$ cat src/design/bsag_pkg.sv
// shared constants and register indexes for the broadcast strided address generator
package bsag_pkg;

	localparam int SLOT_BITS       = 16;
	localparam int NUM_SLOTS       = 4;
	localparam int CFG_BITS        = SLOT_BITS * NUM_SLOTS;
	localparam int IDX_BITS        = 32;
	localparam int OFF_BITS        = 34;
	localparam int RANK_BITS       = 3;
	localparam int RANKS_BITS      = 3 * RANK_BITS;
	localparam int REG_IDX_BITS    = 3;
	localparam int STEP_BITS       = 4;
	localparam int DEF_MAX_DIMS    = 4;
	localparam int DEF_EXTENT_BITS = 16;

	localparam logic [RANKS_BITS-1:0] RANKS_RESET = RANKS_BITS'(73);

	localparam logic [REG_IDX_BITS-1:0] REG_RANKS         = 3'd0;
	localparam logic [REG_IDX_BITS-1:0] REG_OUT_EXTENTS   = 3'd1;
	localparam logic [REG_IDX_BITS-1:0] REG_OUT_STRIDES   = 3'd2;
	localparam logic [REG_IDX_BITS-1:0] REG_IN_EXTENTS    = 3'd3;
	localparam logic [REG_IDX_BITS-1:0] REG_IN_STRIDES    = 3'd4;
	localparam logic [REG_IDX_BITS-1:0] REG_OTHER_EXTENTS = 3'd5;
	localparam logic [REG_IDX_BITS-1:0] REG_OTHER_STRIDES = 3'd6;

endpackage

$ cat src/design/bsag_div_stage.sv
// one pipeline stage of a restoring divider, four quotient bits per stage
module bsag_div_stage #(
	parameter int EXTENT_BITS = bsag_pkg::DEF_EXTENT_BITS,
	parameter bit START       = 1'b0
) (
	input  logic                          clk,
	input  logic                          arst_n,
	input  logic                          en,
	input  logic                          v_in,
	input  logic [EXTENT_BITS-1:0]        rem_in,
	input  logic [bsag_pkg::IDX_BITS-1:0] num_in,
	input  logic [EXTENT_BITS-1:0]        divisor,
	output logic                          v_s,
	output logic [EXTENT_BITS-1:0]        rem_s,
	output logic [bsag_pkg::IDX_BITS-1:0] num_s
);

	logic [EXTENT_BITS-1:0]        rem_c;
	logic [bsag_pkg::IDX_BITS-1:0] num_c;
	logic [EXTENT_BITS:0]          trial;

	always_comb begin
		rem_c = START ? '0 : rem_in;
		num_c = num_in;
		trial = '0;
		for (int j = 0; j < bsag_pkg::STEP_BITS; j++) begin
			trial = {rem_c, num_c[bsag_pkg::IDX_BITS-1]};
			num_c = {num_c[bsag_pkg::IDX_BITS-2:0], 1'b0};
			if (trial >= {1'b0, divisor}) begin
				rem_c    = EXTENT_BITS'(trial - {1'b0, divisor});
				num_c[0] = 1'b1;
			end else begin
				rem_c = trial[EXTENT_BITS-1:0];
			end
		end
	end

	always_ff @(posedge clk or negedge arst_n) begin
		if (!arst_n) begin
			v_s <= 1'b0;
		end else if (en) begin
			v_s <= v_in;
		end
	end

	always_ff @(posedge clk) begin
		if (en) begin
			rem_s <= rem_c;
			num_s <= num_c;
		end
	end

endmodule

$ cat config.mk
export PLATFORM = sky130hd
export DESIGN_NAME = bsag_div_stage
export DESIGN_NICKNAME = d
export VERILOG_FILES = /design/src/design/bsag_pkg.sv /design/src/design/bsag_div_stage.sv
export SDC_FILE = /design/constraint.sdc
export NUM_CORES = 1
export LEC_CHECK = 0
export BUFFER_PORTS_ARGS = -buffer_cell sky130_fd_sc_hd__buf_4
export CELL_PAD_IN_SITES_DETAIL_PLACEMENT = 1
export CELL_PAD_IN_SITES_GLOBAL_PLACEMENT = 2
export CORE_MARGIN = 5
export CORE_UTILIZATION = 34
export DETAILED_ROUTE_END_ITERATION = 10
export GPL_TIMING_DRIVEN = 0
export PLACE_DENSITY_LB_ADDON = 0.1
export SYNTH_ARGS = -nofsm -noshare
export SYNTH_HDL_FRONTEND = slang
export SYNTH_SLANG_ARGS = --single-unit
export TNS_END_PERCENT = 50
$ cat constraint.sdc
create_clock -name clk -period 1 [get_ports clk]
set_input_delay 0.2 -clock clk [delete_from_list [all_inputs] [get_ports clk]]
set_output_delay 0.2 -clock clk [all_outputs]
set_load 0.01 [all_outputs]
Word-level counts from Yosys, hierarchy flattened
Cells that the tools add are included.
- register bits after elaboration: 49
- bits of input ports: 68
- output and inout port bits: 49
- logic and storage cells: 19
- add/subtract/negate cells: 4
- magnitude comparators: 4
- multiplexer cells: 8
- operator list (kind ; number):
    17-bit by 16-bit greater-or-equal comparator with 1-bit output ; 4
    16-bit two-way mux ; 4
    16-bit subtractor ; 4
    1-bit two-way mux ; 4

Logic depth before layout (Yosys ltp)
- depth in word-level cells: 8
- mapped depth: 52
- depth with buffers taken out: 44

Least setup slack after synthesis
No wires, ideal clock.
- kind: input -> register
- from: input divisor[1]
- to: register rem_s[14], data pin
- setup time: 261 ps
- data arrival time: 8979 ps
- data required time: 739 ps
- setup slack: -8240 ps
- stages: 47
- buffers on the path: 6
- path through: inv_1 ha_1 nor2b_4 o31a_4 o211ai_2 a31oi_2 or2_1 buf_6 buf_4 buf_2 o21ai_0 inv_1 ha_1 nor2b_1 o31a_1 o311ai_2 a21o_1 o21a_1 [11 not listed] o21ai_0 a221o_1 nor2_4 inv_2 buf_6 nor2_1 a21oi_1 fa_1 a21o_1 a21oi_1 o21ai_0 a31oi_1 o21bai_1 a2111o_1 a31o_2 a21oi_1 xnor2_1 a221o_1
- longest elaborated chain between the ends: 8
- elaborated cells between the ends (all ways): 12
- classes of those cells: 4 x add/sub; 4 x order compare; 4 x mux
- ends and longest elaborated chain (item ; line ; RTL):
    start: declaration ; bsag_div_stage.sv:12 ; input logic [EXTENT_BITS-1:0] divisor,
    16-bit subtractor / 17-bit by 16-bit greater-or-equal comparator with 1-bit output (equally long branches) ; bsag_div_stage.sv:30, bsag_div_stage.sv:29 ;
    16-bit two-way mux ; bsag_div_stage.sv:29 ; if (trial >= {1'b0, divisor}) begin
    16-bit subtractor / 17-bit by 16-bit greater-or-equal comparator with 1-bit output (equally long branches) ; bsag_div_stage.sv:30, bsag_div_stage.sv:29 ;
    16-bit two-way mux ; bsag_div_stage.sv:29 ;
    16-bit subtractor / 17-bit by 16-bit greater-or-equal comparator with 1-bit output (equally long branches) ; bsag_div_stage.sv:30, bsag_div_stage.sv:29 ;
    16-bit two-way mux ; bsag_div_stage.sv:29 ;
    16-bit subtractor / 17-bit by 16-bit greater-or-equal comparator with 1-bit output (equally long branches) ; bsag_div_stage.sv:30, bsag_div_stage.sv:29 ;
    16-bit two-way mux * ; bsag_div_stage.sv:29 ;
    net rem_c[14] ; bsag_div_stage.sv:18 ; logic [EXTENT_BITS-1:0] rem_c;
    end signal: assignment ; bsag_div_stage.sv:48 ; rem_s <= rem_c;
    end: declaration ; bsag_div_stage.sv:14 ; output logic [EXTENT_BITS-1:0] rem_s,
Mark *: on every way through the listed nets, which the timed path passes. The rest lies on a longest branch.
A chain may end at the register's enable or synchronous reset.

Worst setup path after layout
- from: input divisor[9]
- to: register rem_s[14], data pin
Same word-level chain as after synthesis.

==> flow_metrics.env <==
export IMPL_seq_area_frac_synth_pct=26.9
export IMPL_gp_congestion=0.871
export IMPL_drt_iter0_markers=297
export IMPL_syn_avg_cell_area_um2=9.18
export IMPL_synthFlopType="edfxtp_1"
export IMPL_final_cells=1046
export IMPL_post_route_period_util_pct=886
export IMPL_antenna_cells=0
export IMPL_grt_first_pass_wirelength_um=31000
export IMPL_crit_type="primary input to flip-flop"
export IMPL_avgRoutedWirePerCell_um=19.9
export IMPL_crit_arrival_ns=8.90
export IMPL_grt_pass1_vias=5746
export IMPL_dpl_instance_area_um2=6730
export IMPL_leakage_nw=3.71
export IMPL_die_area_um2=18700
export IMPL_cpMostUsedCell="a21o_1"
export IMPL_overflow=0
export IMPL_hold_violations=0
export IMPL_vias=5495
export IMPL_final_setup_worst_slack_ns=-7.86
export IMPL_crit_required_ns=1.04
export IMPL_synth_nets=730
export IMPL_cp_slowest_cell="or4b_4"
export IMPL_cts_htree_levels=2
export IMPL_syn2layout_area_growth_pct=60.7
export IMPL_numPortBuffers=116
export IMPL_dieHeight_um=137
export IMPL_clock_sinks=49
export IMPL_wirelength_um=20800
export IMPL_final_common_cell="buf_4"
export IMPL_start_kind="primary input"
export IMPL_setup_viol=61
export IMPL_drc=0
export IMPL_die_width_um=137
export IMPL_clockBufferDepth=2
export IMPL_cp_max_fo=8
export IMPL_antenna_found_initial=0
export IMPL_violations="setup timing"
export IMPL_clk_latency_ns=0.29
export IMPL_core_area_um2=15800
export IMPL_clk_pin_slew_ns=0.07
export IMPL_fmax_mhz=113
export IMPL_dpl_hpwl_um=14700
export IMPL_io_pins=117
export IMPL_antenna_left=0
export IMPL_clock_skew_final_ns=0
export IMPL_synth_area_um2=5450
export IMPL_cts_buffers=5
export IMPL_num_rows=46
export IMPL_status="complete, but fails checks"
export IMPL_cts_root_buffer_cell="clkbuf_16"
export IMPL_power_density_nw_per_um2=3740
export IMPL_ys_types=78
export IMPL_period_minus_slack_ns=8.86
export IMPL_worst_pin_slew_ns=0.931
export IMPL_synthArstFlopShare_pct=2.04
export IMPL_end_kind="flip-flop"
export IMPL_yosysWarnings=0
export IMPL_final_cell_mix="166 x buf_4, 59 x buf_6, 48 x edfxtp_1"
export IMPL_fin_util_pct=55.3
export IMPL_first_pass_iters=4
export IMPL_max_cap_violations=0
export IMPL_ys_seq_elements=49
export IMPL_hold_worst_slack_ns=0.0733
export IMPL_vias_per_cell=5.25
export IMPL_dp_cells=926
export IMPL_synthCells=594
export IMPL_critical_path_max_stage_delay_ns=0.59
export IMPL_slew_viol_final=0
export IMPL_maxSlewHeadroom_pct=36.3
export IMPL_start_util_pct=34.4
export IMPL_fin_nets=965
export IMPL_power_mw=32.8
export IMPL_grt_max_degree=50
export IMPL_rsz0062_at_grt="true"
export IMPL_cts_tree="built"
export IMPL_min_path_type="primary input to flip-flop"
export IMPL_grt_usage_pct=21.3
export IMPL_ir_drop_v=0.00384
export IMPL_synth_edff_count=48
export IMPL_layout_drive_gt1_share_pct=47.2
export IMPL_design_area_um2=8760
## report_power, final
group / leakage [nW] / total (mW) / internal, mW / switching, mW
registers: 0.482 / 3.70 / 3.48 / 0.220
logic: 3.16 / 27.3 / 13.8 / 13.5
clock network: 0.0702 / 1.76 / 0.934 / 0.822
## cell usage after synthesis, types with 9 or more instances
| library cell | n | area (µm²) |
|---|---|---|
| ha_1 | 64 | 801 |
| a21oi_1 | 49 | 245 |
| edfxtp_1 | 48 | 1440 |
| inv_1 | 46 | 173 |
| nor2_1 | 39 | 146 |
| nand2_1 | 37 | 139 |
| xnor2_1 | 35 | 307 |
| o21ai_0 | 32 | 160 |
| mux2_2 | 19 | 214 |
| a21o_1 | 16 | 120 |
| nor3_1 | 13 | 65.1 |
| xor2_1 | 13 | 114 |
| nand2b_1 | 12 | 75.1 |
| mux2i_1 | 11 | 110 |
| o21a_1 | 11 | 82.6 |
| nand4_1 | 9 | 56.3 |
## area by class of cell
cell class / count / area [µm²]
inverter: 49 / 236
timing repair buffer: 229 / 2020
tap: 216 / 270
clock buffer: 5 / 125
buffer: 10 / 146
sequential: 49 / 1470
fill: 1748 / 7070
clock inverter: 3 / 21.3
multi-input combinational: 485 / 4480
## flip-flops by register name (all words and copies together) (netlist names)
name and flops:
v_s 1, rem_s 16, num_s 32
## metrics by stage
step / TNS, ns / worst slack [ns]
global placement: -176.01 / -9.52
global route: -149.63 / -8.17
detailed placement: -177.51 / -9.54
finish: -141.89 / -7.86
CTS: -142.24 / -7.91
floorplan: -134.05 / -7.66
## path summary, 6_finish.rpt
| path | slack, ns | to | startpoint | cells past startpoint |
|---|---|---|---|---|
| max | -7.86 | rem_s[14] | divisor[9] | 43 |
| min | 0.07 | num_s[25] | num_in[21] | 1 |
| max reg2reg | 0.23 | v_s | v_s | 1 |
| min reg2reg | 0.55 | v_s | v_s | 1 |
| max in group asynchronous | 0.69 | v_s | arst_n | 2 |
| min in group asynchronous | 0.23 | v_s | arst_n | 2 |
## cell families after synthesis
| group | count (synthesis) | synth area share (%) |
|---|---|---|
| buffers and inverters | 60 | 4.96 |
| xor gates and xnor gates | 48 | 7.71 |
| muxes | 32 | 6.47 |
| DFF | 49 | 26.9 |
| adders and majority gates | 68 | 16.2 |
| AOI/OAI and AO/OA | 179 | 22.8 |
| and+or+nand+nor | 158 | 14.9 |
## metal layers
| metal | part of all wire, % | track usage (%) | vias to the layer above | routed length, µm |
|---|---|---|---|---|
| met5 | 0 | 0 | - | 0 |
| met4 | 1.3 | 3.36 | 0 | 267 |
| met3 | 3.1 | 2.54 | 26 | 644 |
| met2 | 52 | 38.8 | 98 | 10700 |
| met1 | 44 | 27.3 | 2683 | 9130 |
| li1 | - | - | 2688 | - |
## critical path: cells and delay by family
family	cells	cell delay, ns
XOR/XNOR	1	0.07
buffers and inverters	9	1.01
adder cells (fa/ha/maj)	4	1.13
multiplexers	3	0.86
AND/OR/NAND/NOR	5	1.21
AO/OA/AOI/OAI	21	4.41
## repair_timing
item | 4_1_cts | 5_1_grt
setup endpoints to repair | 69 | 69
resized for setup | 139 | 60
hold buffers | 1 | 0
hold endpoints to repair | 1 | 0
pin swaps | 44 | 58
setup buffers | 70 | 41
gates cloned | 3 | 0
Note: power is estimated with default switching activity, not from simulation.
